[src/hdl/ahc_pkg.sv]
// ----------------------------------------------------------------------------
// ahc_pkg
// Types, marker texts and helper functions for the armor header classifier.
// ----------------------------------------------------------------------------
`default_nettype none

package ahc_pkg;

   localparam int unsigned MARK_BYTES = 34;

   localparam int unsigned BEGIN_LEN = 15;
   localparam int unsigned END_LEN   = 13;
   localparam int unsigned MSG_LEN   = 27;
   localparam int unsigned SMSG_LEN  = 34;
   localparam int unsigned SIG_LEN   = 29;

   typedef logic [8*MARK_BYTES-1:0] mark_text_type;

   // marker texts, left aligned and NUL padded
   localparam mark_text_type BEGIN_TEXT =
      {"-----BEGIN PGP ", {(MARK_BYTES-BEGIN_LEN){8'h00}}};
   localparam mark_text_type END_TEXT =
      {"-----END PGP ", {(MARK_BYTES-END_LEN){8'h00}}};
   localparam mark_text_type MSG_TEXT =
      {"-----BEGIN PGP MESSAGE-----", {(MARK_BYTES-MSG_LEN){8'h00}}};
   localparam mark_text_type SMSG_TEXT = "-----BEGIN PGP SIGNED MESSAGE-----";
   localparam mark_text_type SIG_TEXT =
      {"-----BEGIN PGP SIGNATURE-----", {(MARK_BYTES-SIG_LEN){8'h00}}};

   // candidate flag positions
   localparam int unsigned F_BEGIN = 0;
   localparam int unsigned F_END   = 1;
   localparam int unsigned F_MSG   = 2;
   localparam int unsigned F_SMSG  = 3;
   localparam int unsigned F_SIG   = 4;

   typedef logic [4:0] alive_type;
   typedef logic [2:0] kind_type;

   localparam kind_type KIND_MSG     = 3'd0;
   localparam kind_type KIND_SMSG    = 3'd1;
   localparam kind_type KIND_SIG     = 3'd2;
   localparam kind_type KIND_UNKNOWN = 3'd3;
   localparam kind_type KIND_ERROR   = 3'd4;

   localparam logic [7:0] CHAR_LF = 8'h0A;

   typedef struct packed {
      logic [7:0] data_byte;
      logic       end_of_input;
   } req_item_type;

   typedef struct packed {
      logic     valid;
      kind_type armor_kind;
   } scan_result_type;

   function automatic logic [7:0] mark_char(mark_text_type text, logic [5:0] idx);
      logic [7:0] ch;
      ch = 8'h00;
      if (int'(idx) < MARK_BYTES) begin
         ch = text[8*(MARK_BYTES-1-int'(idx)) +: 8];
      end
      return ch;
   endfunction

   function automatic logic is_blank(logic [7:0] b);
      return (b == 8'h20) || (b == 8'h09) || (b == 8'h0D) || (b == 8'h0A);
   endfunction

   function automatic kind_type classify(alive_type alive, logic ge_msg,
                                         logic ge_smsg, logic ge_sig);
      kind_type kind;
      priority if (alive[F_MSG] && ge_msg) begin
         kind = KIND_MSG;
      end else if (alive[F_SMSG] && ge_smsg) begin
         kind = KIND_SMSG;
      end else if (alive[F_SIG] && ge_sig) begin
         kind = KIND_SIG;
      end else begin
         kind = KIND_UNKNOWN;
      end
      return kind;
   endfunction

endpackage

`default_nettype wire

[src/hdl/ahc_if.sv]
// ----------------------------------------------------------------------------
// ahc_req_if / ahc_rsp_if
// Valid/ready channels for the byte stream and the classification result.
// ----------------------------------------------------------------------------
`default_nettype none

interface ahc_req_if;
   logic       valid;
   logic       ready;
   logic [7:0] data_byte;
   logic       end_of_input;

   modport source (output valid, output data_byte, output end_of_input, input ready);
   modport sink   (input valid, input data_byte, input end_of_input, output ready);
endinterface

interface ahc_rsp_if;
   logic       valid;
   logic       ready;
   logic [2:0] armor_kind;

   modport source (output valid, output armor_kind, input ready);
   modport sink   (input valid, input armor_kind, output ready);
endinterface

`default_nettype wire

[src/hdl/armor_header_classifier_top.sv]
// ----------------------------------------------------------------------------
// armor_header_classifier_top
// Classifies the armor header line at the start of a text stream.
//
// req_if carries one byte per transaction, or an end_of_input marker that
// closes the stream and re-arms the block. rsp_if carries at most one
// armor_kind per stream: message, signed message, signature, unknown header
// or error. Only the first chunk (up to LINE_CHARS bytes) of each line is
// examined.
// A result passes through the input register and then the result register
// once the transaction that causes it is accepted.
// Throughput: one transaction per cycle while rsp_if is not stalled, set by
// the single scan stage between the input register and the result register.
// When rsp_if is stalled, the result register holds and the input register
// takes one more transaction before req_if.ready drops.
// Synchronous reset empties both registers and returns the scanner to line
// start, first chunk, no header seen.
// ----------------------------------------------------------------------------
`default_nettype none

module armor_header_classifier_top #(
   parameter int unsigned LINE_CHARS = 511
) (
   input  logic        clock,
   input  logic        reset,
   ahc_req_if.sink     req_if,
   ahc_rsp_if.source   rsp_if
);
   import ahc_pkg::*;

   logic            in_vld_ff, in_vld_in;
   req_item_type    in_item_ff;
   logic            rsp_vld_ff, rsp_vld_in;
   kind_type        rsp_kind_ff, rsp_kind_in;
   logic            advance;
   scan_result_type scan_res;

   assign advance      = in_vld_ff && (!rsp_vld_ff || rsp_if.ready);
   assign req_if.ready = !in_vld_ff || advance;

   ahc_scan #(
      .LINE_CHARS (LINE_CHARS)
   ) u_scan (
      .clock     (clock),
      .reset     (reset),
      .item_fire (advance),
      .item      (in_item_ff),
      .result    (scan_res)
   );

   always_comb begin
      in_vld_in   = req_if.ready ? req_if.valid : in_vld_ff;
      rsp_vld_in  = rsp_vld_ff;
      rsp_kind_in = rsp_kind_ff;
      priority if (advance) begin
         rsp_vld_in  = scan_res.valid;
         rsp_kind_in = scan_res.armor_kind;
      end else if (rsp_if.ready) begin
         rsp_vld_in = 1'b0;
      end
   end

   always_ff @(posedge clock) begin
      if (reset) begin
         in_vld_ff  <= 1'b0;
         rsp_vld_ff <= 1'b0;
      end else begin
         in_vld_ff  <= in_vld_in;
         rsp_vld_ff <= rsp_vld_in;
      end
   end

   always_ff @(posedge clock) begin
      if (req_if.ready) begin
         in_item_ff.data_byte    <= req_if.data_byte;
         in_item_ff.end_of_input <= req_if.end_of_input;
      end
      rsp_kind_ff <= rsp_kind_in;
   end

   assign rsp_if.valid      = rsp_vld_ff;
   assign rsp_if.armor_kind = rsp_kind_ff;

endmodule

`default_nettype wire

[src/hdl/ahc_scan.sv]
// ----------------------------------------------------------------------------
// ahc_scan
// Line-start scanner: column, match flags and phase, updated once per byte.
// ----------------------------------------------------------------------------
`default_nettype none

module ahc_scan #(
   parameter int unsigned LINE_CHARS = 511
) (
   input  logic                    clock,
   input  logic                    reset,
   input  logic                    item_fire,
   input  ahc_pkg::req_item_type   item,
   output ahc_pkg::scan_result_type result
);
   import ahc_pkg::*;

   localparam int unsigned ColW = $clog2(LINE_CHARS + 1);

   localparam logic PHASE_SCAN = 1'b0;
   localparam logic PHASE_DONE = 1'b1;

   logic            phase_ff, phase_in;
   logic [ColW-1:0] col_ff, col_in;
   logic            chk_ff, chk_in;
   alive_type       alive_ff, alive_in;
   logic            hdr_ff, hdr_in;

   logic [7:0]      b;
   logic [5:0]      idx;
   logic [ColW-1:0] col_inc;
   alive_type       alive_n;
   logic            hdr_n;
   logic            close;
   kind_type        eoi_kind;
   kind_type        line_kind;

   assign b       = item.data_byte;
   assign idx     = col_ff[5:0];
   assign col_inc = col_ff + ColW'(1);

   always_comb begin
      alive_n = alive_ff;
      if (chk_ff) begin
         if (col_ff < ColW'(BEGIN_LEN) && b != mark_char(BEGIN_TEXT, idx)) begin
            alive_n[F_BEGIN] = 1'b0;
         end
         if (col_ff < ColW'(END_LEN) && b != mark_char(END_TEXT, idx)) begin
            alive_n[F_END] = 1'b0;
         end
         if (col_ff < ColW'(MSG_LEN) ? b != mark_char(MSG_TEXT, idx) : !is_blank(b)) begin
            alive_n[F_MSG] = 1'b0;
         end
         if (col_ff < ColW'(SMSG_LEN) ? b != mark_char(SMSG_TEXT, idx) : !is_blank(b)) begin
            alive_n[F_SMSG] = 1'b0;
         end
         if (col_ff < ColW'(SIG_LEN) ? b != mark_char(SIG_TEXT, idx) : !is_blank(b)) begin
            alive_n[F_SIG] = 1'b0;
         end
      end
   end

   assign hdr_n = hdr_ff || (chk_ff && col_ff == ColW'(BEGIN_LEN - 1) && alive_n[F_BEGIN]);
   assign close = (b == CHAR_LF) || (col_inc == ColW'(LINE_CHARS));

   assign eoi_kind  = hdr_ff ? classify(alive_ff, col_ff >= ColW'(MSG_LEN),
                                        col_ff >= ColW'(SMSG_LEN),
                                        col_ff >= ColW'(SIG_LEN))
                             : KIND_ERROR;
   assign line_kind = classify(alive_n, col_inc >= ColW'(MSG_LEN),
                               col_inc >= ColW'(SMSG_LEN), col_inc >= ColW'(SIG_LEN));

   always_comb begin
      result   = '0;
      phase_in = phase_ff;
      col_in   = col_ff;
      chk_in   = chk_ff;
      alive_in = alive_ff;
      hdr_in   = hdr_ff;
      priority if (item.end_of_input) begin
         result.valid      = (phase_ff == PHASE_SCAN);
         result.armor_kind = eoi_kind;
         phase_in = PHASE_SCAN;
         col_in   = '0;
         chk_in   = 1'b1;
         alive_in = '1;
         hdr_in   = 1'b0;
      end else if (phase_ff == PHASE_DONE) begin
         // bytes after a result are dropped
      end else if (chk_ff && col_ff == ColW'(END_LEN - 1) && alive_n[F_END]) begin
         result.valid      = 1'b1;
         result.armor_kind = KIND_ERROR;
         phase_in = PHASE_DONE;
      end else if (close && hdr_n) begin
         result.valid      = 1'b1;
         result.armor_kind = line_kind;
         phase_in = PHASE_DONE;
      end else if (close) begin
         col_in   = '0;
         chk_in   = (b == CHAR_LF);
         alive_in = '1;
         hdr_in   = hdr_n;
      end else begin
         col_in   = col_inc;
         alive_in = alive_n;
         hdr_in   = hdr_n;
      end
   end

   always_ff @(posedge clock) begin
      if (reset) begin
         phase_ff <= PHASE_SCAN;
         col_ff   <= '0;
         chk_ff   <= 1'b1;
         alive_ff <= '1;
         hdr_ff   <= 1'b0;
      end else if (item_fire) begin
         phase_ff <= phase_in;
         col_ff   <= col_in;
         chk_ff   <= chk_in;
         alive_ff <= alive_in;
         hdr_ff   <= hdr_in;
      end
   end

endmodule

`default_nettype wire

[src/flat_wrapper.sv]
// flat-port wrapper written by rule: the top's interface ports become plain ports
module armor_header_classifier_top_flat import ahc_pkg::*;
#(
   parameter int unsigned LINE_CHARS = 511
)
  (clock, reset, req_if_valid, req_if_data_byte, req_if_end_of_input, req_if_ready, rsp_if_valid, rsp_if_armor_kind, rsp_if_ready);
  ahc_req_if req_if_i ();
  ahc_rsp_if rsp_if_i ();
  input  logic clock;
  input  logic reset;
  input wire logic [$bits(req_if_i.valid)-1:0] req_if_valid;
  input wire logic [$bits(req_if_i.data_byte)-1:0] req_if_data_byte;
  input wire logic [$bits(req_if_i.end_of_input)-1:0] req_if_end_of_input;
  output wire logic [$bits(req_if_i.ready)-1:0] req_if_ready;
  output wire logic [$bits(rsp_if_i.valid)-1:0] rsp_if_valid;
  output wire logic [$bits(rsp_if_i.armor_kind)-1:0] rsp_if_armor_kind;
  input wire logic [$bits(rsp_if_i.ready)-1:0] rsp_if_ready;
  assign req_if_i.valid = req_if_valid;
  assign req_if_i.data_byte = req_if_data_byte;
  assign req_if_i.end_of_input = req_if_end_of_input;
  assign req_if_ready = req_if_i.ready;
  assign rsp_if_valid = rsp_if_i.valid;
  assign rsp_if_armor_kind = rsp_if_i.armor_kind;
  assign rsp_if_i.ready = rsp_if_ready;
  armor_header_classifier_top #(.LINE_CHARS(LINE_CHARS)) u_core (.clock(clock), .reset(reset), .req_if(req_if_i), .rsp_if(rsp_if_i));
endmodule
[config.mk]
export PLATFORM = sky130hd
export DESIGN_NAME = armor_header_classifier_top_flat
export DESIGN_NICKNAME = d
export VERILOG_FILES = /design/src/hdl/ahc_pkg.sv /design/src/hdl/ahc_if.sv /design/src/hdl/armor_header_classifier_top.sv /design/src/hdl/ahc_scan.sv /design/src/flat_wrapper.sv
export SDC_FILE = /design/constraint.sdc
export NUM_CORES = 1
export LEC_CHECK = 0
export BUFFER_PORTS_ARGS = -buffer_cell sky130_fd_sc_hd__buf_2
export CAP_MARGIN = 20
export CORE_AREA = 4 4 109 111
export DETAILED_ROUTE_END_ITERATION = 12
export DIE_AREA = 0 0 113 115
export HOLD_SLACK_MARGIN = 0.05
export SYNTH_ARGS = -nofsm -noshare
export SYNTH_HDL_FRONTEND = slang
export SYNTH_SLANG_ARGS = --single-unit
[constraint.sdc]
create_clock -name clock -period 5.55 [get_ports clock]
set_input_delay 0.2775 -clock clock [delete_from_list [all_inputs] [get_ports clock]]
set_output_delay 0.2775 -clock clock [all_outputs]
set_load 0.01 [all_outputs]
* After elaboration in Yosys (flattened, before gate mapping)
Cells that the tools add are included.
Operators by class: bitwise operators 1, equal/unequal tests 15, magnitude comparators 12, reduce and logical (&&, ||, !) cells 28, add/subtract/negate cells 2, shift operators 5, muxes and demuxes 55
Operator list (count):
- indexed part select 272 x 33 -> 8 bit, first input constant | 5
- two-way mux 8 bit | 10
- two-way mux 9 bit | 5
- inequality test 8 bit | 5
- >= comparator 9 x 5 -> 1 bit, second input constant | 4
- two-way mux 5 bit | 6
- two-way mux 1 bit | 25
- == test 8 x 4 -> 1 bit, second input constant | 3
- == test 9 x 4 -> 1 bit, second input constant | 2
- >= comparator 9 x 6 -> 1 bit, second input constant | 2
- less-than comparator 9 x 4 -> 1 bit, second input constant | 2
- less-than comparator 9 x 5 -> 1 bit, second input constant | 2
- two-way mux 4 bit | 4
- logical AND 1 bit | 14
- adder 9 x 1 -> 9 bit, second input constant | 1
- == test 9 bit, second input constant | 1
- less-than comparator 9 x 6 -> 1 bit, second input constant | 1
- == test 8 x 6 -> 1 bit, second input constant | 1
- two-way mux 2 bit | 4
- logical OR 1 bit | 7
- subtractor 6 x 6 -> 7 bit, first input constant | 1
- less-than comparator 6 bit, second input constant | 1
- inequality test 2 x 1 -> 1 bit, second input constant | 3
- AND reduction 5 bit | 1
- other kinds (5) | 8
Storage, ports and cells: output and inout bits 5, input port bits 13, register bits 31

* Logic depth before layout (Yosys ltp)
depth after elaboration 17, depth in mapped cells 20

* Modules after synthesis
Synthesis repeated with hierarchy kept, for this count alone.
Second synthesis, totals: cell total of the unflattened synthesis 580, area total of the unflattened synthesis 4260.3 µm²
Modules (own cells, without submodules):
- ahc_scan | sequential area each 340.3 µm², cells an instance 559, area each 3806.2 µm², times used 1
- armor_header_classifier_top | sequential area each 400.4 µm², cells an instance 21, area each 454.2 µm², times used 1

* Worst setup path before layout
OpenSTA, ideal clock, no wires.
path type register -> register, start reg u_core.u_scan.col_ff[2], end reg u_core.u_scan.alive_ff[2], period minus slack after synthesis 3.996 ns, cell stages (with the launch flop) 17, path buffers 4, data arrival time 3.868 ns, data required time 5.421 ns, path slack 1.554 ns, cell sequence dfxtp_1 buf_2 buf_2 buf_1 inv_1 ha_1 buf_1 xor3_1 or3_1 a32o_1 a221oi_1 o211ai_1 o21ai_1 nand3_2 a31oi_2 o21bai_1 o21ai_1
Between the ends: word-level cells in the longest chain between the ends 13, elaborated cells on any way between the ends 43
Ends and longest elaborated chain:
- start, declared | line ahc_scan.sv:24 | logic [ColW-1:0] col_ff, col_in;
- start signal, assigned | line ahc_scan.sv:119 | col_ff <= col_in;
- subtractor 6 x 6 -> 7 bit | line ahc_pkg.sv:62 | ch = text[8*(MARK_BYTES-1-int'(idx)) +: 8];
- indexed part select 272 x 33 -> 8 bit | line ahc_pkg.sv:62
- two-way mux 8 bit | line ahc_pkg.sv:61 | if (int'(idx) < MARK_BYTES) begin
- two-way mux 8 bit | line ahc_scan.sv:44 | if (chk_ff) begin
- inequality test 8 bit (on tied branches) | line ahc_scan.sv:51, ahc_scan.sv:45
- two-way mux 1 bit or logical AND 1 bit (tied branches) | line ahc_scan.sv:51, ahc_scan.sv:45
- two-way mux 1 bit (on tied branches) | line ahc_scan.sv:51, ahc_scan.sv:45
- two-way mux 5 bit | line ahc_scan.sv:44
- two-way mux 5 bit or logical AND 1 bit (tied branches) | line ahc_scan.sv:98, ahc_scan.sv:63
- two-way mux 5 bit or logical OR 1 bit (tied branches) | line ahc_scan.sv:94, ahc_scan.sv:63
- two-way mux 5 bit or logical AND 1 bit (tied branches) | line ahc_scan.sv:90, ahc_scan.sv:94
- two-way mux 5 bit or inequality test 2 x 1 -> 1 bit (tied branches)
- two-way mux 5 bit or AND reduction 4 bit (tied branches)
- end signal, assigned | line ahc_scan.sv:121 | alive_ff <= alive_in;
- end, declared | line ahc_scan.sv:26 | alive_type alive_ff, alive_in;
Several ways; a longest one is shown, not always the timed one. The select of a mux whose other input is x is not followed. A chain may end at the register's enable or synchronous reset.

==> results.json <==
{
  "post-route-util_pct": 41.4,
  "start_util_pct": 39.5,
  "synth_async_sr_flop_share_pct": 0,
  "fmax_mhz": 232,
  "min_path_cells": 1,
  "drv_cap": 0,
  "yosys_most_used_dff": "dfxtp_1",
  "first_pass_iters": 5,
  "grt_max_degree": 57,
  "tns_ns": 0,
  "die_x_um": 113,
  "synth_largest_area_cell": "dfxtp_1",
  "clockBufferDepth": 2,
  "placedCellCount": 712,
  "finalMaxSlewViolations": 0,
  "clock-sinks": 31,
  "post_cts.repair.setup_buffers": 0,
  "final_net_count": 601,
  "instances_no_fill": 720,
  "synthTopCellsByCount": "nand2_1, o21ai_0, nor2_1",
  "cts_hold_buf": 0,
  "root_buffer": "clkbuf_8",
  "crit_fanout": 34,
  "yosysSeqAreaShare_pct": 17.4,
  "finClkSkew_ns": 0.00353,
  "grt_pass1_wl_um": 24100,
  "syn_inst": 599,
  "cts-resized-gates": 0,
  "clkSlewWorstSetupHoldPaths_ns": 0.07,
  "fillCellCount": 1099,
  "synth_nets": 621,
  "n_antenna_cell": 0,
  "io_buffer_count": 17,
  "rows": 38,
  "finalSetupViolCount": 0,
  "tightest_slew_ns": 0.820,
  "place_congestion": 1.01,
  "overflow": 0,
  "ys_ff_latch": 31,
  "p_per_area_nw_per_um2": 131,
  "first_global_vias": 4320,
  "regArea_um2": 744,
  "multi_input_area_um2": 3210,
  "finalCriticalPeriod_ns": 4.31,
  "vias": 4739,
  "antenna_found_initial": 0,
  "rsz0062_at_grt": "no",
  "ir_drop_v": 0.000115,
  "wl_per_cell_um": 20.7,
  "end_kind": "register",
  "worst_ep_required_time_ns": 5.58,
  "dieArea_um2": 13000,
  "io_pins": 18,
  "wl_um": 14900,
  "avgSynthCellArea_um2": 7.11,
  "drc": 0,
  "area_delta_synth_final_pct": 4.99,
  "track_usage_pct": 23.0,
  "synth_edf_count": 12,
  "ys_types": 79,
  "crit_path_start_kind": "register",
  "placed_area_um2": 4370,
  "period_share_pct": 77.6,
  "syn-cell-area_um2": 4260,
  "hold_class": "in2reg",
  "dieHeight_um": 115,
  "rr_worst_depth": 13,
  "dp_hpwl_um": 10800,
  "via_per_inst": 6.58,
  "ant_nets": 0,
  "yosys_warnings": 0,
  "drive_gt1_share_pct": 10.3,
  "status": "finished, final reports clean",
  "coreArea_um2": 10800,
  "slew_headroom_pct": 45.1,
  "initialDrtViolationCount": 656,
  "numCtsBuffers": 5,
  "crit_arrival_ns": 4.34,
  "design_area_um2": 4470,
  "cts_tree": "built",
  "hold_viol": 0,
  "synth.area.top_cells": "dfxtp_1, edfxtp_1, o21ai_0, a21oi_1, nand2_1",
  "yosysMostFrequentCell": "nand2_1",
  "netlist.area_leader.share_pct": 8.93,
  "leakagePower_uw": 0.00157,
  "htreeDepth": 2,
  "clk_latency_ns": 0.28,
  "criticalPathCategory": "reg2reg"
}
-- placed cells by master (no fill, tap or decap), drive strengths merged, types with 6 or more instances in the layout --
cell	Yosys	layout
nand2b	13	13
o31ai	11	11
nand4	10	10
ha	9	9
and3	7	7
edfxtp	12	12
nor2	45	45
xnor2	15	15
o41ai	6	6
nor4	8	8
o211ai	6	6
o21ai	59	59
a21oi	42	42
o22ai	9	9
dfxtp	19	19
nor3b	7	7
nand2	54	54
clkbuf	27	7
a31oi	16	16
mux2i	8	8
inv	11	11
nor3	17	17
xor2	9	9
buf	31	31
or3	9	9
nand3	31	31
nor2b	12	12
a21o	7	7
-- cell type report --
| class | count | share of cell area [%] |
|---|---|---|
| clock buffer | 7 | 1.71 |
| clock inverter | 1 | 0.671 |
| inverter | 12 | 1.01 |
| multi-input combinational | 498 | 71.8 |
| sequential | 31 | 16.6 |
| tap | 140 | 3.92 |
| timing repair buffer | 31 | 4.25 |
-- metrics by stage --
step / total power [uW] / worst slack (ns) / hold WS [ns]
floorplan: 338 / 1.55 / 0.376
global placement: 368 / 1.40 / 0.456
detailed placement: 368 / 1.34 / 0.456
CTS: 589 / 1.32 / 0.157
global route: 615 / 0.937 / 0.159
finish: 586 / 1.24 / 0.165
-- registers in the layout (all words and copies together), names as in the netlist, 3 cells and up --
register                  count
u_core.u_scan.alive_ff        5
u_core.in_item_ff             9
u_core.rsp_if.armor_kind      3
u_core.u_scan.col_ff          9
-- power breakdown --
group / switching (uW) / internal (uW) / leakage [uW]
Sequential: 18.6 / 247 / 0.000280
Combinational: 61.3 / 40.4 / 0.00124
Clock: 84.4 / 134 / 0.0000524
-- critical path, cell delays in order, from the launching register on --
cell	delay [ns]
dfxtp_1	0.31
buf_4	0.34
inv_1	0.18
ha_1	0.67
buf_4	0.37
o21ai_0	0.13
a221oi_1	0.57
nor3_1	0.13
xor2_1	0.17
or4b_1	0.48
nor4_1	0.23
a22oi_1	0.16
nor3_1	0.21
o21ai_1	0.09
-- worst paths after layout --
check | startpoint | endpoint | slack [ns]
worst max-delay path | u_core.u_scan.col_ff[2]$_SDFFE_PP0P_ | u_core.rsp_if.armor_kind[0]$_DFFE_PP_ | 1.24
worst min-delay path | req_if_data_byte[2] | u_core.in_item_ff[3]$_DFFE_PP_ | 0.17
worst max register to register | u_core.u_scan.col_ff[2]$_SDFFE_PP0P_ | u_core.rsp_if.armor_kind[0]$_DFFE_PP_ | 1.24
worst min register to register | u_core.u_scan.alive_ff[2]$_SDFFE_PP1P_ | u_core.u_scan.alive_ff[2]$_SDFFE_PP1P_ | 0.47
-- routing by layer --
metal	up-vias	track usage (%)	part of all wire, %
li1	2219	-	-
met1	2229	32.3	44
met2	254	35.2	44
met3	37	3.79	8.7
met4	0	9.70	3.6
met5	-	0	0
-- logic make-up (layout without fill, tap and decap cells) --
group / Yosys count / in the layout / synth area share [%]
xor gates and xnor gates: 26 / 26 / 6.23
muxes: 11 / 11 / 2.67
AOI/OAI and AO/OA: 212 / 212 / 33.5
adders and majority gates: 9 / 9 / 2.64
buffers and inverters: 70 / 51 / 7.40
and+or+nand+nor: 240 / 240 / 30.1
DFF: 31 / 31 / 17.4
Note: power is estimated with default switching activity, not from simulation.
